### config.mk
export PLATFORM = sky130hd
export DESIGN_NAME = streaming_top_k_selector_unit_flat
export DESIGN_NICKNAME = d
export VERILOG_FILES = /design/src/rtl/core/tksel_pkg.sv /design/src/rtl/core/tksel_ifs.sv /design/src/rtl/core/tksel_cell.sv /design/src/rtl/core/streaming_top_k_selector_unit.sv /design/src/flat_wrapper.sv
export SDC_FILE = /design/constraint.sdc
export NUM_CORES = 2
export LEC_CHECK = 0
export ABC_CLOCK_PERIOD_IN_PS = 13600
export BUFFER_PORTS_ARGS = -buffer_cell sky130_fd_sc_hd__buf_2
export CAP_MARGIN = 15
export CORE_UTILIZATION = 69
export DETAILED_ROUTE_END_ITERATION = 12
export PLACE_DENSITY_LB_ADDON = 0.05
export RECOVER_POWER = 100
export REMOVE_ABC_BUFFERS = 1
export SLEW_MARGIN = 15
export SYNTH_ARGS = -nofsm -noshare
export SYNTH_HDL_FRONTEND = slang
export SYNTH_SLANG_ARGS = --single-unit
### constraint.sdc
create_clock -name clk -period 13.6 [get_ports clk]
set_clock_uncertainty 0.15 [all_clocks]
set_input_delay 1.36 -clock clk [delete_from_list [all_inputs] [get_ports clk]]
set_output_delay 1.36 -clock clk [all_outputs]
set_load 0.1 [all_outputs]
### src/rtl/core/tksel_pkg.sv
// ----------------------------------------------------------------------------
// tksel_pkg
// shared types and constants of the streaming top-k selector
// ----------------------------------------------------------------------------
package tksel_pkg;

  localparam int APB_DATA_W = 32;
  localparam int CFG_ADDR_W = 3;
  localparam int REG_IDX_W  = CFG_ADDR_W - 2;
  localparam int KSEL_W     = 5;

  localparam logic [REG_IDX_W-1:0] REG_K_SELECT = '0;
  localparam logic [KSEL_W-1:0]    KSEL_RESET   = KSEL_W'(1);

  // compare flags one cell hands to its neighbours
  typedef struct packed {
    logic gt;  // stored value above the request value, entry in use
    logic lt;  // stored value below the request value, entry within rank
  } tksel_flags_t;

endpackage

### src/rtl/core/tksel_ifs.sv
// ----------------------------------------------------------------------------
// tksel channel interfaces
// valid/ready channels for sample requests and results
// ----------------------------------------------------------------------------
interface tksel_in_if #(
  parameter int VALUE_BITS = 32
);
  logic                         valid;
  logic                         ready;
  logic signed [VALUE_BITS-1:0] sample_value;
  logic                         last_item;

  modport source (output valid, output sample_value, output last_item, input ready);
  modport sink   (input valid, input sample_value, input last_item, output ready);
endinterface

interface tksel_out_if #(
  parameter int VALUE_BITS = 32
);
  logic                         valid;
  logic                         ready;
  logic signed [VALUE_BITS-1:0] kth_value;
  logic                         too_few;

  modport source (output valid, output kth_value, output too_few, input ready);
  modport sink   (input valid, input kth_value, input too_few, output ready);
endinterface

### src/rtl/core/tksel_cell.sv
// ----------------------------------------------------------------------------
// tksel_cell
// one entry of the ascending buffer: compares and shifts with its neighbours
// ----------------------------------------------------------------------------
module tksel_cell
  import tksel_pkg::*;
#(
  parameter int VALUE_BITS = 32
) (
  input  logic                         clk,
  input  logic                         load,
  input  logic                         fill_mode,
  input  logic                         in_use,
  input  logic                         at_fill,
  input  logic                         in_rank,
  input  logic signed [VALUE_BITS-1:0] sample,
  input  logic signed [VALUE_BITS-1:0] left_val,
  input  tksel_flags_t                 left_flags,
  input  logic signed [VALUE_BITS-1:0] right_val,
  input  tksel_flags_t                 right_flags,
  output logic signed [VALUE_BITS-1:0] val,
  output logic signed [VALUE_BITS-1:0] val_nxt,
  output tksel_flags_t                 flags
);

  logic signed [VALUE_BITS-1:0] val_r;

  always_comb begin
    flags.gt = in_use && (val_r > sample);
    flags.lt = in_rank && (val_r < sample);
    if (fill_mode) begin
      if (left_flags.gt) begin
        val_nxt = left_val;
      end else if (flags.gt || at_fill) begin
        val_nxt = sample;
      end else begin
        val_nxt = val_r;
      end
    end else begin
      if (right_flags.lt) begin
        val_nxt = right_val;
      end else if (flags.lt) begin
        val_nxt = sample;
      end else begin
        val_nxt = val_r;
      end
    end
  end

  always_ff @(posedge clk) begin
    if (load) begin
      val_r <= val_nxt;
    end
  end

  assign val = val_r;

endmodule

### src/rtl/core/streaming_top_k_selector_unit.sv
// ----------------------------------------------------------------------------
// streaming_top_k_selector_unit
// keeps the k largest samples of a set in a sorted cell row, reports the k-th
// ----------------------------------------------------------------------------
// result: valid in the cycle after the request marked last is accepted
// throughput: one request per cycle, every cell compares and shifts in parallel
// a waiting result stalls requests only while it is not taken
// reset: synchronous, active low; clears fill count and result valid, rank returns to 1
// buffer cells are not reset, entries are written before they are read
module streaming_top_k_selector_unit
  import tksel_pkg::*;
#(
  parameter int K_MAX      = 16,
  parameter int VALUE_BITS = 32
) (
  input  logic                  clk,
  input  logic                  rst_n,
  tksel_in_if.sink              in_ch,
  tksel_out_if.source           out_ch,
  input  logic                  psel,
  input  logic                  penable,
  input  logic                  pwrite,
  input  logic [CFG_ADDR_W-1:0] paddr,
  input  logic [APB_DATA_W-1:0] pwdata,
  output logic [APB_DATA_W-1:0] prdata,
  output logic                  pready
);

  localparam int CNT_W = $clog2(K_MAX + 1);
  localparam logic signed [VALUE_BITS-1:0] MOST_NEG = {1'b1, {(VALUE_BITS-1){1'b0}}};

  logic [KSEL_W-1:0] k_select_r;
  logic [CNT_W-1:0]  items_seen_r, items_seen_nxt;
  logic [CNT_W-1:0]  eff_k;
  logic [CNT_W-1:0]  seen_after;
  logic              out_valid_r, out_valid_nxt;
  logic signed [VALUE_BITS-1:0] kth_r, kth_nxt;
  logic              too_few_r, too_few_nxt;
  logic              accept, fill_mode, cfg_wr, reg_hit;

  logic signed [VALUE_BITS-1:0] cell_val [K_MAX];
  logic signed [VALUE_BITS-1:0] cell_nxt [K_MAX];
  tksel_flags_t                 cell_flags [K_MAX];

  // configuration port
  assign pready  = 1'b1;
  assign reg_hit = (paddr[CFG_ADDR_W-1:2] == REG_K_SELECT);
  assign cfg_wr  = psel && penable && pwrite && pready;
  assign prdata  = reg_hit ? APB_DATA_W'(k_select_r) : '0;

  always_comb begin
    if (k_select_r == '0) begin
      eff_k = CNT_W'(1);
    end else if (32'(k_select_r) > K_MAX) begin
      eff_k = CNT_W'(K_MAX);
    end else begin
      eff_k = CNT_W'(k_select_r);
    end
  end

  assign in_ch.ready = !out_valid_r || out_ch.ready;
  assign accept      = in_ch.valid && in_ch.ready;
  assign fill_mode   = items_seen_r < eff_k;
  assign seen_after  = fill_mode ? items_seen_r + CNT_W'(1) : items_seen_r;

  // cell row
  for (genvar i = 0; i < K_MAX; i++) begin : g_cell
    logic signed [VALUE_BITS-1:0] lv, rv;
    tksel_flags_t                 lf, rf;
    if (i == 0) begin : g_lo
      assign lv = '0;
      assign lf = '0;
    end else begin : g_lo
      assign lv = cell_val[i-1];
      assign lf = cell_flags[i-1];
    end
    if (i == K_MAX - 1) begin : g_hi
      assign rv = '0;
      assign rf = '0;
    end else begin : g_hi
      assign rv = cell_val[i+1];
      assign rf = cell_flags[i+1];
    end
    tksel_cell #(
      .VALUE_BITS (VALUE_BITS)
    ) u_cell (
      .clk         (clk),
      .load        (accept),
      .fill_mode   (fill_mode),
      .in_use      (32'(items_seen_r) > i),
      .at_fill     (32'(items_seen_r) == i),
      .in_rank     (32'(eff_k) > i),
      .sample      (in_ch.sample_value),
      .left_val    (lv),
      .left_flags  (lf),
      .right_val   (rv),
      .right_flags (rf),
      .val         (cell_val[i]),
      .val_nxt     (cell_nxt[i]),
      .flags       (cell_flags[i])
    );
  end

  always_comb begin
    items_seen_nxt = items_seen_r;
    out_valid_nxt  = out_valid_r && !out_ch.ready;
    kth_nxt        = kth_r;
    too_few_nxt    = too_few_r;
    if (accept) begin
      items_seen_nxt = in_ch.last_item ? '0 : seen_after;
      if (in_ch.last_item) begin
        out_valid_nxt = 1'b1;
        too_few_nxt   = seen_after < eff_k;
        kth_nxt       = (seen_after < eff_k) ? MOST_NEG : cell_nxt[0];
      end
    end
    if (cfg_wr && reg_hit) begin
      items_seen_nxt = '0;
    end
  end

  always_ff @(posedge clk) begin
    if (!rst_n) begin
      k_select_r   <= KSEL_RESET;
      items_seen_r <= '0;
      out_valid_r  <= 1'b0;
    end else begin
      if (cfg_wr && reg_hit) begin
        k_select_r <= pwdata[KSEL_W-1:0];
      end
      items_seen_r <= items_seen_nxt;
      out_valid_r  <= out_valid_nxt;
    end
    kth_r     <= kth_nxt;
    too_few_r <= too_few_nxt;
  end

  assign out_ch.valid     = out_valid_r;
  assign out_ch.kth_value = kth_r;
  assign out_ch.too_few   = too_few_r;

  // checks
  a_count_in_rank: assert property (@(posedge clk) disable iff (!rst_n)
    items_seen_r <= eff_k)
    else $error("fill count above rank");

  a_last_clears: assert property (@(posedge clk) disable iff (!rst_n)
    accept && in_ch.last_item |=> items_seen_r == '0)
    else $error("fill count not cleared after last request");

  a_short_set: assert property (@(posedge clk) disable iff (!rst_n)
    out_valid_r && too_few_r |-> kth_r == MOST_NEG)
    else $error("short set result not most negative");

  a_result_loaded: assert property (@(posedge clk) disable iff (!rst_n)
    accept && in_ch.last_item |=> out_valid_r)
    else $error("result missing after last request");

endmodule
### src/flat_wrapper.sv
// flat-port wrapper written by rule: the top's interface ports become plain ports
module streaming_top_k_selector_unit_flat import tksel_pkg::*;
#(
  parameter int K_MAX      = 16,
  parameter int VALUE_BITS = 32
)
  (clk, rst_n, psel, penable, pwrite, paddr, pwdata, prdata, pready, in_ch_valid, in_ch_sample_value, in_ch_last_item, in_ch_ready, out_ch_valid, out_ch_kth_value, out_ch_too_few, out_ch_ready);
  tksel_in_if #(.VALUE_BITS(VALUE_BITS)) in_ch_i ();
  tksel_out_if #(.VALUE_BITS(VALUE_BITS)) out_ch_i ();
  input  logic clk;
  input  logic rst_n;
  input  logic psel;
  input  logic penable;
  input  logic pwrite;
  input  logic [CFG_ADDR_W-1:0] paddr;
  input  logic [APB_DATA_W-1:0] pwdata;
  output logic [APB_DATA_W-1:0] prdata;
  output logic pready;
  input wire logic [$bits(in_ch_i.valid)-1:0] in_ch_valid;
  input wire logic [$bits(in_ch_i.sample_value)-1:0] in_ch_sample_value;
  input wire logic [$bits(in_ch_i.last_item)-1:0] in_ch_last_item;
  output wire logic [$bits(in_ch_i.ready)-1:0] in_ch_ready;
  output wire logic [$bits(out_ch_i.valid)-1:0] out_ch_valid;
  output wire logic [$bits(out_ch_i.kth_value)-1:0] out_ch_kth_value;
  output wire logic [$bits(out_ch_i.too_few)-1:0] out_ch_too_few;
  input wire logic [$bits(out_ch_i.ready)-1:0] out_ch_ready;
  assign in_ch_i.valid = in_ch_valid;
  assign in_ch_i.sample_value = in_ch_sample_value;
  assign in_ch_i.last_item = in_ch_last_item;
  assign in_ch_ready = in_ch_i.ready;
  assign out_ch_valid = out_ch_i.valid;
  assign out_ch_kth_value = out_ch_i.kth_value;
  assign out_ch_too_few = out_ch_i.too_few;
  assign out_ch_i.ready = out_ch_ready;
  streaming_top_k_selector_unit #(.K_MAX(K_MAX), .VALUE_BITS(VALUE_BITS)) u_core (.clk(clk), .rst_n(rst_n), .in_ch(in_ch_i), .out_ch(out_ch_i), .psel(psel), .penable(penable), .pwrite(pwrite), .paddr(paddr), .pwdata(pwdata), .prdata(prdata), .pready(pready));
endmodule
; ---- Word level (Yosys, flattened, before mapping)
; Cells that the tools add are included.
[op_classes]
addsub = 1
n_mul = 0
div = 0
n_lt_le_gt_ge = 67
n_eq_ne = 30
shifts = 0
n_mux = 85
bitwise_logic = 2
n_reduce_logical = 90
[ops]
columns = op, count
row1 = two-way mux 32 bit, 78
row2 = > comparator 32 bit, 16
row3 = < comparator 32 bit, 16
row4 = > comparator 5 x 4 -> 1 bit (second input constant), 16
row5 = inequality test 3 bit (second input constant), 15
row6 = AND reduction 3 bit, 15
row7 = nonzero test 3 bit, 14
row8 = == test 5 x 4 -> 1 bit (second input constant), 8
row9 = > comparator 5 x 3 -> 1 bit (second input constant), 8
row10 = logical AND 1 bit, 37
row11 = two-way mux 5 bit, 5
row12 = == test 5 x 3 -> 1 bit (second input constant), 4
row13 = > comparator 5 x 1 -> 1 bit (second input constant), 4
row14 = > comparator 5 x 2 -> 1 bit (second input constant), 4
row15 = logical OR 1 bit, 17
row16 = == test 5 x 2 -> 1 bit (second input constant), 2
row17 = zero test 5 bit, 2
row18 = < comparator 5 bit, 2
row19 = adder 5 x 1 -> 5 bit (second input constant), 1
row20 = == test 5 x 1 -> 1 bit (second input constant), 1
row21 = > comparator 5 bit (second input constant), 1
row22 = zero test 1 bit, 2
row23 = two-way mux 1 bit, 2
row24 = NOT 1 bit, 2
row25 = other kinds (3), 3
[totals]
regBits = 556
latchBits = 0
ramBits = 0
romBits = 0
inputBits = 75
out_inout_bits = 68
mem_count = 0

; ---- Depth between registers and ports, before layout
[logic_depth]
depth_word = 8
depth_mapped = 18
mapped_depth_nobuf = 13

; ---- Cells and area by module
; A second synthesis with hierarchy kept.
[unflattened]
cells_unflattened = 8235
hier_area_um2 = 64742.1
[modules_own_cells]
columns = module, instances, cells_per_inst, area_each_um2, seq_area_each_um2
row1 = tksel_cell (u_core.g_cell[0].u_cell ...), 15, 496, 3862.5, 960.9
row2 = tksel_cell (u_core.g_cell[9].u_cell), 1, 495, 4005.1, 960.9
row3 = streaming_top_k_selector_unit, 1, 300, 2800.2, 1211.2

; ---- Worst setup path before layout
; OpenSTA, ideal clock, no wires.
[synth_timing]
path_type = input port to flip-flop
from = in in_ch_sample_value[27]
to = reg u_core.g_cell[7].u_cell.val_r[0] (enable)
setup_ns = 0.480
arrival_time_ns = 6.737
required_ns = 12.970
slack_ns = 6.233
cell_stages = 11
n_path_buf = 2
cell_sequence = clkbuf_1 -> clkinv_1 -> ha_1 -> nand2_1 -> or3_1 -> or3_1 -> a22oi_1 -> o21a_1 -> clkbuf_1 -> nor2_1 -> a311oi_1
[synth_via]
elab_chain_cells = 5
word_cells_on_any_way = 12
cone_classes = order compare: 4 / eq/ne: 1 / reduce/logical: 7
[synth_lines]
columns = element, line_no
row1 = "start, declared", flat_wrapper.sv:20  ; input wire logic [$bits(in_ch_i.sample_value)-1:0] in_ch_sample_value;
row2 = > comparator 32 bit, tksel_cell.sv:29  ; flags.gt = in_use && (val_r > sample);
row3 = logical AND 1 bit, tksel_cell.sv:29
row4 = logical OR 1 bit, tksel_cell.sv:34  ; end else if (flags.gt || at_fill) begin
row5 = inequality test 3 bit (no source line), n/a
row6 = AND reduction 3 bit (no source line) *, n/a
row7 = "end signal, assigned", tksel_cell.sv:52  ; val_r <= val_nxt;
row8 = "end, declared", tksel_cell.sv:26  ; logic signed [VALUE_BITS-1:0] val_r;
; Every way passes the cells marked *; elsewhere a longest branch is shown, timed or not.
; A chain may end at the register's enable or synchronous reset.

==> results.md <==
Run status:
- The flow ran to the end, but the final reports show violations.
- The final reports fail on max-capacitance violations, max-slew violations.

Critical path:
- The highest fanout seen on the critical path is 33.
- The critical path starts at in_ch_sample_value[4].
- The cell seen most often among critical-path stages is sky130_fd_sc_hd__a2111oi_0.
- The worst setup path is captured at a flip-flop.
- By startpoint and endpoint, the worst setup path is classified as in2reg.
- The launch instance of the worst register-to-register path is u_core.k_select_r[1]$_SDFFE_PN0P_.
- Among all stages on the critical path, the largest delay is contributed by sky130_fd_sc_hd__a21boi_0.
- For the worst setup path, the data required time is 13.94 ns.
- The critical path's largest stage delay is 2.99 ns.
- The reg-to-reg endpoint is u_core.out_ch.kth_value[0]$_SDFFCE_PN0P_.
- On the critical path the largest part of the delay comes from compound AO/OA/AOI/OAI gates.
- The startpoint type of the worst setup path is a primary input.
- Data arrives at the worst endpoint at 9.01 ns.
- The number of cell instances on the worst register-to-register path is 14.
- Together, buffers and inverters on the worst path number 2.
- The worst setup path endpoint is u_core.g_cell[10].u_cell.val[5]$_DFFE_PP_.
- In this run the number of cells on the critical path is 10.
- Walking the worst path, the cells encountered are clkbuf_1, clkinv_1, ha_1, nand4_1, a2111oi_0, or4_1, a2111oi_0, nand2_1, a21boi_0, a221o_1.
- Across all register-to-register paths, the minimum setup slack is 5.11 ns.

Route:
- Detailed routing inserted a total of 33363 vias.
- The first TritonRoute pass finished after 8 iterations.
- In the routed design, unresolved DRC markers number 0.
- The per-cell via count in the routed design is 7.54.
- In the final routed layout, each cell accounts on average for 26.7 um.
- The number of antenna-violating nets in the routed design is 0.
- Summed over all layers, the routed wires come to 118 mm.
- In this run, the number of DRC markers left after iteration 0 of detailed routing was 3547.

Yosys:
- Summed over all instances, the cell type with the most area after synthesis is sky130_fd_sc_hd__edfxtp_1.
- The most frequently used cell type in the post-synthesis netlist is sky130_fd_sc_hd__edfxtp_1.
- Yosys printed 0 warnings.
- In the synthesized netlist, the cells that appear most often are sky130_fd_sc_hd__edfxtp_1 (545), sky130_fd_sc_hd__ha_1 (525), sky130_fd_sc_hd__clkbuf_1 (199).
- The average cell area after synthesis is 11.0 um^2.
- In this run the cell area of the synthesized design comes to 40100 um^2.
- The portion of the post-synthesis area used by sequential elements is 41.4%.
- In the synthesized netlist the async set-or-reset flop fraction comes to 0%.
- The number of distinct library cells after synthesis is 88.
- The most frequently used flop master after synthesis is sky130_fd_sc_hd__edfxtp_1.
- The number of enable flip-flop cells after synthesis is 545.
- Yosys attributes the largest share of cell area to sky130_fd_sc_hd__edfxtp_1 (41%), sky130_fd_sc_hd__ha_1 (16%), sky130_fd_sc_hd__a221o_1 (4.1%).
- After technology mapping, the gate count stands at 3631.
- The share of synthesized area in the top cell type comes to 40.8%.
- The synthesized flop and latch total is 556.

Layout:
- The area added between synthesis and finish is 7.02%.
- After filler insertion, the fill cell instance count of the layout stands at 3884.
- The finished layout cell area is 42900 um^2.
- The post-layout net count is 4216.
- The share of post-route cells with drive strength above 1 is 8.54%.

Clock tree:
- The total clock buffers created by CTS is 61.
- The total number of H-tree levels is 2.
- The number of instances resized during post-cts repair is 0.
- In this run the post-CTS setup repair buffer count came out at 0.
- The clock drives 556 sinks.
- After clock tree synthesis, the clock-pin slew on the worst setup and hold paths is 0.06 ns.
- For this design, the CTS-stage hold fixing added 0 buffers.
- The worst-skew pair later-pin latency is 0.65 ns.
- The buffer cell driving the clock tree root is sky130_fd_sc_hd__clkbuf_16.
- TritonCTS built the clock tree.
- The longest clock path from root to sink contains 3 buffers.

Floorplanning:
- In this run the standard cell core region covers 56900 um^2.
- Pin placement for this block handled 143 I/O pins.
- In this run the horizontal extent of the chip is 243 um.
- The die is 243 um tall.
- The initial cell density of the core is 70.4%.
- The number of cell rows is 87.
- The die area is 59100 um^2.

Global routing:
- The fraction of met1 tracks used by global routing is 50.9%.
- The number of global-route vias before repair is 32634.
- The first global-routing pass estimated 182 mm of wire.
- The number of antenna violations at the first check in global routing was 1.
- In the global route stage, met2 resource usage came out at 64.9%.
- The layer with the highest usage is met2.
- The pin count of the biggest net entering global routing is 65.
- For this run the aggregate overflow at the end of global routing stands at 0.
- The met3 track demand over resource is 5.31%.
- The global router's overall resource usage is 39.2%.

Placement:
- The sum of net half-perimeters after detailed placement is 89.7 mm.
- The congestion estimate from routability-driven global placement came to 1.02.
- Timing analysis after detailed placement gives a worst setup slack of 6.80 ns.
- The placement-stage cell area is 41400 um^2.
- The count of buffers added on input and output ports is 85.

Power:
- In this run the static leakage power is 16.3 nW.
- The power density over the cells is 104 nW/um^2.
- The highest ir drop seen on vdd is 0.105 mV.

STA:
- The pin slew with the least headroom to its limit is 3.93 ns.
- Setup repair after global routing left no endpoint under its margin.
- Summed over all failing endpoints, the final setup total negative slack is 0 ns.
- The worst-case headroom to the max-slew limit is -165%.
- The total count of max-transition violations in the final report is 1091.
- Setup violations remaining at the end of the flow were counted as 0.
- The final critical path takes up 63.7% of the cycle.
- Once routing completed, OpenROAD measured the worst setup slack at 4.93 ns.
- The minimum clock period after layout is 8.67 ns.
- The hold violation total from the final report is 0.
- For this run, the top clock speed supported by timing is 0.115 GHz.

Worst hold path:
- The tightest min-delay check is of the reg2reg type.
- The startpoint of the tightest hold check path is u_core.out_ch.valid$_SDFF_PN0_.

Flow run:
- Max-cap violations in this run came to 30.
-- layout make-up --
cell class	count	area [um^2]	share of cell area (%)
multi-input cells	2717	22200	51.7
flip-flops and latches	556	16600	38.7
clock buffers	75	1580	3.68
well taps	756	946	2.20
repair buffers	168	910	2.12
inverters	112	420	0.980
clock inverters	39	284	0.662
diodes	1	2.50	0.00583
-- per-layer routing --
layer  part of all wire [%]  vias up
met1                     39    16109
met5                      0        -
met3                    9.8      329
li1                       -    14789
met4                    4.6        0
met2                     47     2136
-- sequential cells by signal, indices dropped and copies added, names as in the netlist --
name and flops:
u_core.k_select_r 5, u_core.out_ch.too_few 1, u_core.out_ch.kth_value 32, u_core.out_ch.valid 1
u_core.items_seen_r 5, u_core.g_cell.u_cell.val 512
-- kinds of logic (layout without fill, tap and decap cells) --
logic type	count (synthesis)	in the layout	synth area share, %
AOI/OAI and AO/OA	1348	1348	25.0
buffers and inverters	384	394	4.11
other	2	29	0.0187
DFF	556	556	41.4
adders and majority gates	525	525	16.4
and+or+nand+nor	640	640	8.53
muxes	171	171	4.46
xor gates and xnor gates	5	5	0.109
-- how the worst min path moves through the flow --
stage,slack [ns],to,depth (start not counted)
detailed placement,0.39,u_core.out_ch.valid$_SDFF_PN0_,2
finish,0.41,u_core.out_ch.valid$_SDFF_PN0_,2
floorplan,0.38,u_core.g_cell[12].u_cell.val[0]$_DFFE_PP_,2
global route,0.44,u_core.out_ch.valid$_SDFF_PN0_,2
global placement,0.36,u_core.out_ch.valid$_SDFF_PN0_,2
CTS,0.40,u_core.out_ch.valid$_SDFF_PN0_,2
-- tightest hold or removal path, stage by stage (launching register included) --
cell and delay, ns:
sky130_fd_sc_hd__dfxtp_1 0.31, sky130_fd_sc_hd__nand2b_1 0.11, sky130_fd_sc_hd__a21boi_0 0.09
-- cells in the final DEF (no fill, tap or decap), types with 20 or more instances in the layout --
cell / count
sky130_fd_sc_hd__a211oi_1: 25
sky130_fd_sc_hd__a21boi_0: 40
sky130_fd_sc_hd__a21o_1: 91
sky130_fd_sc_hd__a21oi_1: 183
sky130_fd_sc_hd__a221o_1: 164
sky130_fd_sc_hd__a22oi_1: 134
sky130_fd_sc_hd__a31oi_1: 48
sky130_fd_sc_hd__a32oi_1: 34
sky130_fd_sc_hd__and2_1: 67
sky130_fd_sc_hd__and3_1: 38
sky130_fd_sc_hd__buf_2: 43
sky130_fd_sc_hd__buf_4: 57
sky130_fd_sc_hd__clkbuf_1: 81
sky130_fd_sc_hd__clkbuf_16: 61
sky130_fd_sc_hd__clkinv_1: 52
sky130_fd_sc_hd__conb_1: 28
sky130_fd_sc_hd__edfxtp_1: 545
sky130_fd_sc_hd__ha_1: 525
sky130_fd_sc_hd__inv_1: 79
sky130_fd_sc_hd__mux2_2: 57
sky130_fd_sc_hd__mux2i_1: 108
sky130_fd_sc_hd__nand2_1: 112
sky130_fd_sc_hd__nand3_1: 77
sky130_fd_sc_hd__nand4_1: 97
sky130_fd_sc_hd__nor2_1: 105
sky130_fd_sc_hd__nor2b_1: 33
sky130_fd_sc_hd__nor3_1: 21
sky130_fd_sc_hd__o211ai_1: 29
sky130_fd_sc_hd__o21a_1: 46
sky130_fd_sc_hd__o21ai_0: 140
sky130_fd_sc_hd__o221ai_1: 20
sky130_fd_sc_hd__o22a_1: 31
sky130_fd_sc_hd__o22ai_1: 69
sky130_fd_sc_hd__o311ai_0: 33
sky130_fd_sc_hd__o31ai_1: 168
-- per-stage QoR --
stage | hold WS [ns] | util, % | total power [mW] | std cells
2_1_floorplan | 0.377 | - | 2.64 | 3385
3_3_place_gp | 0.362 | 72.7 | 2.84 | 4306
3_5_place_dp | 0.394 | 72.7 | 2.89 | 4306
4_1_cts | 0.402 | 75.9 | 4.46 | 4420
5_1_grt | 0.442 | 75.4 | 4.61 | 4424
6_report | 0.409 | 75.4 | 4.48 | 4424
-- power by group --
part           leakage (nW)  internal [mW]  switching (mW)
Clock                 0.902          0.893           0.705
Sequential             5.07           1.99          0.0713
Combinational          10.3          0.279           0.539
Power figures use the tool's default switching activity.
